### src/rtl/assert_macros.svh
// assertion macros used by disjoint_interval_table.sv
`ifndef ASSERT_MACROS_SVH
`define ASSERT_MACROS_SVH

// property checked at every rising clock edge outside reset
`define ASSERT_CLK(label, clk, rst_n, prop, msg) \
  label: assert property (@(posedge clk) disable iff (!rst_n) (prop)) else $error(msg);

// implication checked at every rising clock edge outside reset
`define ASSERT_IMP(label, clk, rst_n, ante, cons, msg) \
  label: assert property (@(posedge clk) disable iff (!rst_n) (ante) |-> (cons)) \
    else $error(msg);

`endif

### src/rtl/dit_pkg.sv
// types and codes for the disjoint interval table
`timescale 1ns / 1ps
`default_nettype none
package dit_pkg;

  // operation codes
  localparam logic [2:0] FUNC_FILL      = 3'd0;
  localparam logic [2:0] FUNC_CLEAR     = 3'd1;
  localparam logic [2:0] FUNC_CHK_POINT = 3'd2;
  localparam logic [2:0] FUNC_CHK_ANY   = 3'd3;
  localparam logic [2:0] FUNC_CHK_ALL   = 3'd4;

  // status codes
  localparam logic [1:0] STATUS_OK      = 2'd0;
  localparam logic [1:0] STATUS_FULL    = 2'd1;
  localparam logic [1:0] STATUS_BOUNDS  = 2'd2;

  // source of a rewritten entry
  typedef enum logic [1:0] {
    SRC_ENTRY  = 2'd0,  // stored entry unchanged
    SRC_MERGED = 2'd1,  // merged fill interval
    SRC_LEFT   = 2'd2,  // [s, lo]
    SRC_RIGHT  = 2'd3   // [hi, e]
  } src_e;

  // per-entry decision of the step logic
  typedef struct packed {
    logic wr0;
    src_e src0;
    logic wr1;
    src_e src1;
    logic merge;
    logic place;
    logic hit;
  } step_t;

endpackage
`default_nettype wire

### src/rtl/disjoint_interval_table.sv
// disjoint interval table: sequencer around a two-bank interval memory
// each stored interval is read from memory (S_RD) and then updated (S_PROC); a split
// or a placed fill interval adds a second write (S_WR2) for that entry
// one item is worked at a time; a new request is taken while the result waits
// updates write into the spare bank and switch banks only on success
// reset empties the table at once; memory contents need no clearing
`timescale 1ns / 1ps
`default_nettype none
`include "assert_macros.svh"
module disjoint_interval_table #(
  parameter int MAX_RANGES  = 16,
  parameter int COORD_WIDTH = 32
) (
  input  wire logic        clk_i,
  input  wire logic        rst_ni,
  input  wire logic        s_axis_tvalid_i,
  output logic             s_axis_tready_o,
  input  wire logic [63:0] s_axis_tdata_i,  // lo [31:0], hi [63:32]
  input  wire logic [2:0]  s_axis_tuser_i,  // func
  output logic             m_axis_tvalid_o,
  input  wire logic        m_axis_tready_i,
  // answer [0], status [2:1], entries_used [3+CNT_W-1:3], zero pad
  output logic [(((3 + $clog2(MAX_RANGES + 1)) + 7) / 8) * 8 - 1:0] m_axis_tdata_o
);
  import dit_pkg::*;

  localparam int CNT_W  = $clog2(MAX_RANGES + 1);
  localparam int N_W    = $clog2(MAX_RANGES + 2);
  localparam int IDX_W  = $clog2(MAX_RANGES);
  localparam int DEPTH  = 2 * (1 << IDX_W);
  localparam int OUT_W  = 3 + CNT_W;
  localparam int TD_W   = ((OUT_W + 7) / 8) * 8;
  localparam int CW     = COORD_WIDTH;

  localparam logic [2:0] S_IDLE = 3'd0;
  localparam logic [2:0] S_RD   = 3'd1;
  localparam logic [2:0] S_PROC = 3'd2;
  localparam logic [2:0] S_WR2  = 3'd3;
  localparam logic [2:0] S_FIN  = 3'd4;
  localparam logic [2:0] S_DONE = 3'd5;

  logic [2:0]       state_q, state_d;
  logic [2:0]       func_q, func_d;
  logic [CW-1:0]    lo_q, lo_d, hi_q, hi_d;
  logic [CW-1:0]    ms_q, ms_d, me_q, me_d;
  logic             placed_q, placed_d;
  logic             hit_q, hit_d;
  logic             upd_q, upd_d;
  logic [1:0]       rej_q, rej_d;
  logic [N_W-1:0]   idx_q, idx_d, n_q, n_d;
  logic [CNT_W-1:0] count_q, count_d;
  logic             bank_q, bank_d;
  logic [2*CW-1:0]  wr2_q, wr2_d;
  logic             out_valid_q, out_valid_d;
  logic [OUT_W-1:0] out_q, out_d;

  logic [2*CW-1:0]  mem [DEPTH];
  logic [2*CW-1:0]  rdata_q;
  logic             re, we;
  logic [IDX_W:0]   raddr, waddr;
  logic [2*CW-1:0]  wdata;

  logic [CW-1:0]    in_lo, in_hi, s_w, e_w;
  logic             in_acc, out_free, upd_ok;
  step_t            step;

  assign in_lo  = CW'(s_axis_tdata_i[31:0]);
  assign in_hi  = CW'(s_axis_tdata_i[63:32]);
  assign in_acc = s_axis_tvalid_i && s_axis_tready_o;
  assign s_w    = rdata_q[CW-1:0];
  assign e_w    = rdata_q[2*CW-1:CW];
  assign out_free = !out_valid_q || m_axis_tready_i;
  assign upd_ok = (n_q <= N_W'(MAX_RANGES));

  dit_step #(.COORD_WIDTH(CW)) u_step (
    .func_i   (func_q),
    .lo_i     (lo_q),
    .hi_i     (hi_q),
    .placed_i (placed_q),
    .s_i      (s_w),
    .e_i      (e_w),
    .step_o   (step)
  );

  // pick rewritten interval from its source
  function automatic logic [2*CW-1:0] pick(src_e src, logic [CW-1:0] s, logic [CW-1:0] e,
                                          logic [CW-1:0] ms, logic [CW-1:0] me,
                                          logic [CW-1:0] lo, logic [CW-1:0] hi);
    logic [2*CW-1:0] r;
    unique case (src)
      SRC_ENTRY:  r = {e, s};
      SRC_MERGED: r = {me, ms};
      SRC_LEFT:   r = {lo, s};
      SRC_RIGHT:  r = {e, hi};
      default:    r = {e, s};
    endcase
    return r;
  endfunction

  // sequencer
  always_comb begin
    state_d = state_q;
    func_d = func_q; lo_d = lo_q; hi_d = hi_q;
    ms_d = ms_q; me_d = me_q; placed_d = placed_q; hit_d = hit_q;
    upd_d = upd_q; rej_d = rej_q; idx_d = idx_q; n_d = n_q;
    count_d = count_q; bank_d = bank_q; wr2_d = wr2_q;
    out_valid_d = out_valid_q && !m_axis_tready_i;
    out_d = out_q;
    re = 1'b0; we = 1'b0; wdata = '0;
    unique case (state_q)
      S_IDLE: begin
        if (in_acc) begin
          func_d = s_axis_tuser_i; lo_d = in_lo; hi_d = in_hi;
          ms_d = in_lo; me_d = in_hi; placed_d = 1'b0; hit_d = 1'b0;
          idx_d = '0; n_d = '0; rej_d = STATUS_OK;
          upd_d = (s_axis_tuser_i == FUNC_FILL) ||
                  (s_axis_tuser_i == FUNC_CLEAR && in_lo != in_hi);
          if (s_axis_tuser_i <= FUNC_CHK_ALL && s_axis_tuser_i != FUNC_CHK_POINT &&
              in_lo > in_hi) begin
            rej_d = STATUS_BOUNDS; upd_d = 1'b0; state_d = S_DONE;
          end else if (s_axis_tuser_i > FUNC_CHK_ALL ||
                       (s_axis_tuser_i == FUNC_CLEAR && in_lo == in_hi)) begin
            state_d = S_DONE;
          end else if (count_q == '0) begin
            state_d = S_FIN;
          end else begin
            state_d = S_RD;
          end
        end
      end
      S_RD: begin
        re = 1'b1;
        state_d = S_PROC;
      end
      S_PROC: begin
        hit_d = hit_q | step.hit;
        if (step.merge) begin
          if (s_w < ms_q) ms_d = s_w;
          if (e_w > me_q) me_d = e_w;
        end
        if (step.place) placed_d = 1'b1;
        if (step.wr0) begin
          we = 1'b1;
          wdata = pick(step.src0, s_w, e_w, ms_q, me_q, lo_q, hi_q);
          n_d = n_q + 1'b1;
        end
        wr2_d = pick(step.src1, s_w, e_w, ms_q, me_q, lo_q, hi_q);
        if (step.wr1) begin
          state_d = S_WR2;
        end else begin
          idx_d = idx_q + 1'b1;
          state_d = (idx_q + 1'b1 == N_W'(count_q)) ? S_FIN : S_RD;
        end
      end
      S_WR2: begin
        we = 1'b1;
        wdata = wr2_q;
        n_d = n_q + 1'b1;
        idx_d = idx_q + 1'b1;
        state_d = (idx_q + 1'b1 == N_W'(count_q)) ? S_FIN : S_RD;
      end
      S_FIN: begin
        if (func_q == FUNC_FILL && !placed_q) begin
          we = 1'b1;
          wdata = {me_q, ms_q};
          n_d = n_q + 1'b1;
        end
        state_d = S_DONE;
      end
      S_DONE: begin
        if (out_free) begin
          out_valid_d = 1'b1;
          if (upd_q && upd_ok) begin
            count_d = CNT_W'(n_q);
            bank_d = !bank_q;
          end
          out_d[0] = upd_q ? 1'b0 : hit_q;
          out_d[2:1] = (upd_q && !upd_ok) ? STATUS_FULL : rej_q;
          out_d[OUT_W-1:3] = (upd_q && upd_ok) ? CNT_W'(n_q) : count_q;
          state_d = S_IDLE;
        end
      end
      default: state_d = S_IDLE;
    endcase
    // entries beyond capacity are dropped; the update is refused later
    if (n_q >= N_W'(MAX_RANGES)) we = 1'b0;
  end

  assign raddr = {bank_q, idx_q[IDX_W-1:0]};
  assign waddr = {!bank_q, n_q[IDX_W-1:0]};

  // interval memory, one read and one write port
  always_ff @(posedge clk_i) begin
    if (we) mem[waddr] <= wdata;
    if (re) rdata_q <= mem[raddr];
  end

  // control registers
  always_ff @(posedge clk_i or negedge rst_ni) begin
    if (!rst_ni) begin
      state_q <= S_IDLE;
      count_q <= '0;
      bank_q <= 1'b0;
      out_valid_q <= 1'b0;
    end else begin
      state_q <= state_d;
      count_q <= count_d;
      bank_q <= bank_d;
      out_valid_q <= out_valid_d;
    end
  end

  // working registers
  always_ff @(posedge clk_i) begin
    func_q <= func_d; lo_q <= lo_d; hi_q <= hi_d;
    ms_q <= ms_d; me_q <= me_d; placed_q <= placed_d; hit_q <= hit_d;
    upd_q <= upd_d; rej_q <= rej_d; idx_q <= idx_d; n_q <= n_d;
    wr2_q <= wr2_d; out_q <= out_d;
  end

  assign s_axis_tready_o = (state_q == S_IDLE);
  assign m_axis_tvalid_o = out_valid_q;
  assign m_axis_tdata_o  = TD_W'(out_q);

  // checks
  `ASSERT_CLK(a_count_range, clk_i, rst_ni, count_q <= CNT_W'(MAX_RANGES), "count over capacity")
  `ASSERT_IMP(a_busy_after_req, clk_i, rst_ni, in_acc, ##1 (state_q != S_IDLE), "request not taken")
  `ASSERT_IMP(a_refused_no_answer, clk_i, rst_ni, out_valid_q && out_q[2:1] != STATUS_OK, out_q[0] == 1'b0, "refused item answered")
  `ASSERT_IMP(a_write_in_range, clk_i, rst_ni, we, n_q < N_W'(MAX_RANGES), "write past capacity")

endmodule
`default_nettype wire

### src/rtl/dit_step.sv
// per-entry decision logic for fill, clear and queries
`timescale 1ns / 1ps
`default_nettype none
module dit_step #(
  parameter int COORD_WIDTH = 32
) (
  input  wire logic [2:0]             func_i,
  input  wire logic [COORD_WIDTH-1:0] lo_i,
  input  wire logic [COORD_WIDTH-1:0] hi_i,
  input  wire logic                   placed_i,
  input  wire logic [COORD_WIDTH-1:0] s_i,
  input  wire logic [COORD_WIDTH-1:0] e_i,
  output dit_pkg::step_t              step_o
);
  import dit_pkg::*;

  // classify the entry against the request
  always_comb begin
    step_o = '0;
    step_o.src0 = SRC_ENTRY;
    step_o.src1 = SRC_ENTRY;
    unique case (func_i)
      FUNC_FILL: begin
        if (e_i < lo_i) begin
          step_o.wr0 = 1'b1;
        end else if (s_i > hi_i) begin
          step_o.wr0 = 1'b1;
          if (!placed_i) begin
            step_o.src0  = SRC_MERGED;
            step_o.place = 1'b1;
            step_o.wr1   = 1'b1;
          end
        end else begin
          step_o.merge = 1'b1;
        end
      end
      FUNC_CLEAR: begin
        if (e_i <= lo_i || s_i >= hi_i) begin
          step_o.wr0 = 1'b1;
        end else if (s_i <= lo_i) begin
          step_o.wr0  = 1'b1;
          step_o.src0 = SRC_LEFT;
          step_o.wr1  = (e_i >= hi_i);
          step_o.src1 = SRC_RIGHT;
        end else if (e_i >= hi_i) begin
          step_o.wr0  = 1'b1;
          step_o.src0 = SRC_RIGHT;
        end
      end
      FUNC_CHK_POINT: step_o.hit = (s_i <= lo_i) && (e_i >= lo_i);
      FUNC_CHK_ANY:   step_o.hit = (s_i <= hi_i) && (e_i >= lo_i);
      FUNC_CHK_ALL:   step_o.hit = (s_i <= lo_i) && (e_i >= hi_i);
      default: ;
    endcase
  end

endmodule
`default_nettype wire
### config.mk
export PLATFORM = sky130hd
export DESIGN_NAME = disjoint_interval_table
export DESIGN_NICKNAME = d
export VERILOG_FILES = /design/src/rtl/dit_pkg.sv /design/src/rtl/disjoint_interval_table.sv /design/src/rtl/dit_step.sv
export VERILOG_INCLUDE_DIRS = /design/src /design/src/rtl
export SDC_FILE = /design/constraint.sdc
export NUM_CORES = 2
export LEC_CHECK = 0
export BUFFER_PORTS_ARGS = -buffer_cell sky130_fd_sc_hd__buf_2
export CAP_MARGIN = 20
export CORE_UTILIZATION = 35
export DETAILED_ROUTE_END_ITERATION = 10
export GPL_TIMING_DRIVEN = 0
export RECOVER_POWER = 50
export SETUP_SLACK_MARGIN = 0.4
export SKIP_LAST_GASP = 1
export SYNTH_ARGS = -nofsm -noshare
export SYNTH_HDL_FRONTEND = slang
export SYNTH_HIERARCHICAL = 1
export SYNTH_SLANG_ARGS = --single-unit
export TNS_END_PERCENT = 5
### constraint.sdc
create_clock -name clk_i -period 8.45 [get_ports clk_i]
set_input_delay 1.2675 -clock clk_i [delete_from_list [all_inputs] [get_ports clk_i]]
set_output_delay 1.2675 -clock clk_i [all_outputs]
set_load 0.02 [all_outputs]
# Word level (Yosys, flattened, before mapping)
# Memory sizes are Yosys's and may differ from the RTL's. A register that Yosys moved wholly into a read port is not among the register bits.
# Cells that the tools add are included.
# Widths: inputs -> output; s select.
[word_totals]
inputBits = 71
regBits = 228
ramBits = 2048
mem_count = 1
[op_classes]
n_bitwise = 1
muxes = 59
n_reduce_logical = 40
add_sub_neg = 2
eq_ne = 29
n_lt_le_gt_ge = 15
[memory_table]
columns = ["memory", "depth", "word_bits", "read_ports", "rd_ports_with_merged_regs", "wr", "line_no", "rtl"]
rows = [
  ["mem", 32, 64, 1, 1, 1, "disjoint_interval_table.sv:57", "logic [2*CW-1:0] mem [DEPTH];"],
]
[ops]
columns = ["cell", "count"]
rows = [
  ["$pmux 64 s4", 2],
  ["$mux 32", 6],
  ["$pmux 64 s3", 1],
  ["$mux 64", 2],
  ["$pmux 32 s2", 2],
  ["$ge 32x32->1", 3],
  ["$gt 32x32->1", 3],
  ["$le 32x32->1", 3],
  ["$lt 32x32->1", 2],
  ["$mux 3", 11],
  ["$eq 32x32->1", 1],
  ["$ne 32x32->1", 1],
  ["$mux 5", 6],
  ["$pmux 5 s4", 1],
  ["$pmux 3 s6", 1],
  ["$ne 2x2->1 const B", 8],
  ["$mux 1", 15],
  ["$pmux 5 s3", 1],
  ["$eq 3x2->1 const B", 4],
  ["$logic_and 1x1->1", 12],
  ["$reduce_and 4->1", 3],
  ["$add 5x1->5 const B", 2],
  ["$mux 2", 5],
  ["$eq 3x1->1 const B", 3],
  ["25 further kinds", 48],
]

# Logic depth before layout (Yosys ltp)
[depth]
word_depth = 10
mapped_depth = 16
ltp_nobuf = 15

# Cells and area by module
# Netlist, hierarchy kept.
[modules_own_cells]
columns = ["module", "instances", "area_each_um2", "cells_per_inst"]
rows = [
  ["disjoint_interval_table", 1, 93539.7, 4380],
  ["dit_step", 1, 3124.2, 410],
]

# Least setup slack after synthesis
# OpenSTA, ideal clock, no wires.
[synth_path]
path_type = "flip-flop to flip-flop"
start = "reg rdata_q[17], read port of mem"
end = "mem mem[12][0] in the netlist's numbering, enable pin"
arrival_ns = 5.691
setup_slack_ns = 2.272
path_stages_with_launch = 13
period_less_slack_ns = 6.178
path_cell_list = "edfxtp_1 > ha_1 > a21oi_1 > o21ai_0 > a221o_1 > a2111o_1 > o21ai_2 > o31ai_1 > a211oi_1 > o21ai_0 > a21oi_1 > nand2_1 > nor2_1"
[synth_lines]
columns = ["element", "line_no", "rtl"]
rows = [
  ["start: declaration", "disjoint_interval_table.sv:58", "logic [2*CW-1:0] rdata_q;"],
  ["end: declaration", "disjoint_interval_table.sv:57", ""],
]

==> impl_results.md <==
- Seq/Total Area, Yosys: a little over 70%
- Die width: roughly 530 um
- Pre-CTS setup slack: 1660 ps
- Lkg Pwr: ~36 nW
- Mapped cell area: a little under 100000 um^2
- Setup ws final: ~950 ps
- Slew @ Worst Pin: around 2700 ps
- Yosys warns: 6
- Vias in the first global route: 50790
- CP Class: register to register
- Synth area leaders: edfxtp_1 72%, mux4_2 15%, ha_1 3.0%
- Min Tclk post-route: 7500 ps
- Top-area cell type share of the netlist area: between 70% and 80%
- Final Hold Viols: 0
- Ys async rst share: less than 1%
- Startpoint Class: register
- Max-slew violation count: between 1000 and 1500
- Worst-path maximum fanout: 16
- Yosys top cell by area: edfxtp_1
- CP required: ~9000 ps
- CTS Buf Count: 231
- PwrDens: around 320 nW/um^2
- RSZ-0062 raised after global routing: no
- H-tree level count: 4
- Yosys cell types: 65
- Worst-path clk slew: ~60 ps
- FF-to-FF setup slack: 950 ps
- Tightest Hold Check Type: primary input to async pin
- Synth Net Count: just over 5000
- P&R area growth vs syn: 15.3%
- DP HPWL: 199000 um
- Synthesized instance count: roughly 4800
- Final setup vio count: 0
- Arrival time at the worst endpoint: approximately 8000 ps
- Synth Area in XOR/XNOR: less than 1%
- Average size of a mapped cell: 20.2 um^2
- Wire per inst: roughly 31 um
- Hold_buf cts: 0
- Postcts setup bufs: 0
- I/O Buffers: 80
- Global placement routability congestion: ~0.95
- Adder-Cell Fraction of Synth Area: under 10%
- Initial DRC count: roughly 6300
- Clock skew: roughly 51 ps
- DRT Pass-1 Iters: 6
- Post-synthesis compound-gate area fraction: a little over 3%
- Clk root buf: clkbuf_16
- Pin count of the biggest net entering global routing: 42
- Congestion Overflow GR: 0
- Die Ht: roughly 530 um
- I/O Pins: 81
- Synth top cells by count: 2329 x edfxtp_1, 640 x mux4_2, 228 x ha_1
- Post-synthesis mux area share: between 15 and 20%
- Main flop type after synthesis: edfxtp_1
- Setup crit end kind: register
- Failing checks: capacitance limit, slew limit
- Slew HR: -80.6%
- Share of cells above drive strength 1: ~22%
- Outcome: finished, violations left
- EDFF count, synth: about 2300
- Fin crit share: 88.7%
- # resized after CTS: 0
- Largest family of logic cells by synthesized area: multiplexers
- Simple-gate share of the synthesized area: between 2 and 3%
- CTS tree: done
- Vias: just over 50000
- Clock Sinks: ~2300
- Worst r2r path cells: 13
- First-pass GRT wire length: ~400000 um
- FF+latch count, synth: between 2000 and 2500
- Final antenna-violating net count: 0
- Post-Route Utilization: 40.7%
- Clock Path Buffers: 3
- Total Routing Usage GR: between 20% and 30%
- Antenna violations before repair: 34
- Initial Util: 35.3%
- Cell Rows: ~190
- Placeable Area: roughly 270000 um^2
- DR vias/cell: roughly 5.6
- VDD IR max: approximately 0.00022 V
- Die area: about 280000 um^2
- Max-cap viol count: 60
- Drt total wl: between 200000 and 300000 um
- # nets final: between 5000 and 6000
- DRC: 0
- Fmax: between 100 and 150 MHz
- Number of fill cells: 24171
- Worst skew pair latency: ~900 ps
- Most common cell in the synthesized netlist: edfxtp_1
[registers in the layout (all words and copies together), names as in the netlist]
signal	flops
mem	2048
upd_q	1
m_axis_tvalid_o	1
wr2_q	64
hit_q	1
count_q	5
func_q	3
rdata_q	64
ms_q	32
bank_q	1
rej_q	1
n_q	5
me_q	32
lo_q	32
idx_q	5
placed_q	1
m_axis_tdata_o	8
state_q	3
hi_q	32
[worst max-delay path, cell delays in order (launching register included)]
cell and delay (ps):
edfxtp_1 520, inv_1 150, ha_1 320, nand4_1 280, nor4_1 1010, o31a_1 310, o21ai_0 180, nor2b_1 240
a211oi_1 490, o21ai_0 160, a21oi_1 350, nand2_1 280, nor2_1 1300, clkbuf_1 1410
[placed cells by master, fill, tap and decap left out, drive strengths merged, types with 70 or more instances in the layout]
cell       n
edfxtp  2329
clkbuf   594
buf      170
a221o     70
ha       228
o21ai     74
clkinv   101
nand2    100
nor2     214
a21oi    200
mux2i     88
mux4     640
inv      181
mux2     102
[worst paths after layout]
| path | from | end |
|---|---|---|
| max | hi_q[25]$_DFFE_PP_ | mem[28][21]$_DFFE_PP_ |
| min | rst_ni | m_axis_tvalid_o$_DFF_PN0_ |
| max reg2reg | hi_q[25]$_DFFE_PP_ | mem[28][21]$_DFFE_PP_ |
| min in group clk_i | count_q[1]$_DFFE_PN0P_ | count_q[1]$_DFFE_PN0P_ |
| min reg2reg | count_q[1]$_DFFE_PN0P_ | count_q[1]$_DFFE_PN0P_ |
| max in group asynchronous | rst_ni | state_q[2]$_DFFE_PN0P_ |
[cell type report]
type | count | area, um^2 | area share [%]
Tap cell | 3686 | 4610 | 4.14
Clock inverter | 144 | 1510 | 1.35
Sequential cell | 2339 | 70200 | 63.0
Buffer | 230 | 951 | 0.853
Multi-Input combinational cell | 2050 | 24800 | 22.3
Inverter | 171 | 643 | 0.577
Clock buffer | 285 | 5980 | 5.37
Timing Repair Buffer | 249 | 2700 | 2.42
Antenna cell | 12 | 30.0 | 0.0269
[per-layer routing]
metal  vias up  track usage, %  part of all wire, %
met5         -               0                0.052
met2      2363            32.1                   47
met3       419            3.79                  8.4
li1      20890               -                    -
met1     27489            27.9                   41
met4        22            5.92                  3.6
[through the flow]
| step | TNS (ps) | hold WS, ps | instance area [um^2] | power (mW) | instances |
|---|---|---|---|---|---|
| 6_report | 0 | 376 | 111000 | 35.9 | 9166 |
| 5_1_grt | 0 | 378 | 111000 | 37.3 | 9156 |
| 3_3_place_gp | -5740800 | 550 | 102000 | 25.6 | 8556 |
| 3_5_place_dp | 0 | 559 | 105000 | 25.9 | 8683 |
| 4_1_cts | 0 | 190 | 112000 | 36.2 | 9112 |
| 2_1_floorplan | 0 | 504 | 96700 | 21.6 | 4790 |
[cells by family (layout without fill, tap and decap cells)]
| kind of cell | count (synthesis) | count (layout) |
|---|---|---|
| compound gates | 463 | 463 |
| xor+xnor | 11 | 11 |
| fa+ha+maj | 228 | 228 |
| buf+inv | 401 | 1079 |
| flops | 2339 | 2339 |
| mux | 830 | 830 |
| other cells | 0 | 12 |
| simple gates | 518 | 518 |
[report_power, final]
| part | switching [mW] | internal, mW |
|---|---|---|
| Combinational | 6.22 | 4.56 |
| Clock | 4.48 | 5.77 |
| Sequential | 0.807 | 14.1 |
(Power assumes the default switching activity.)
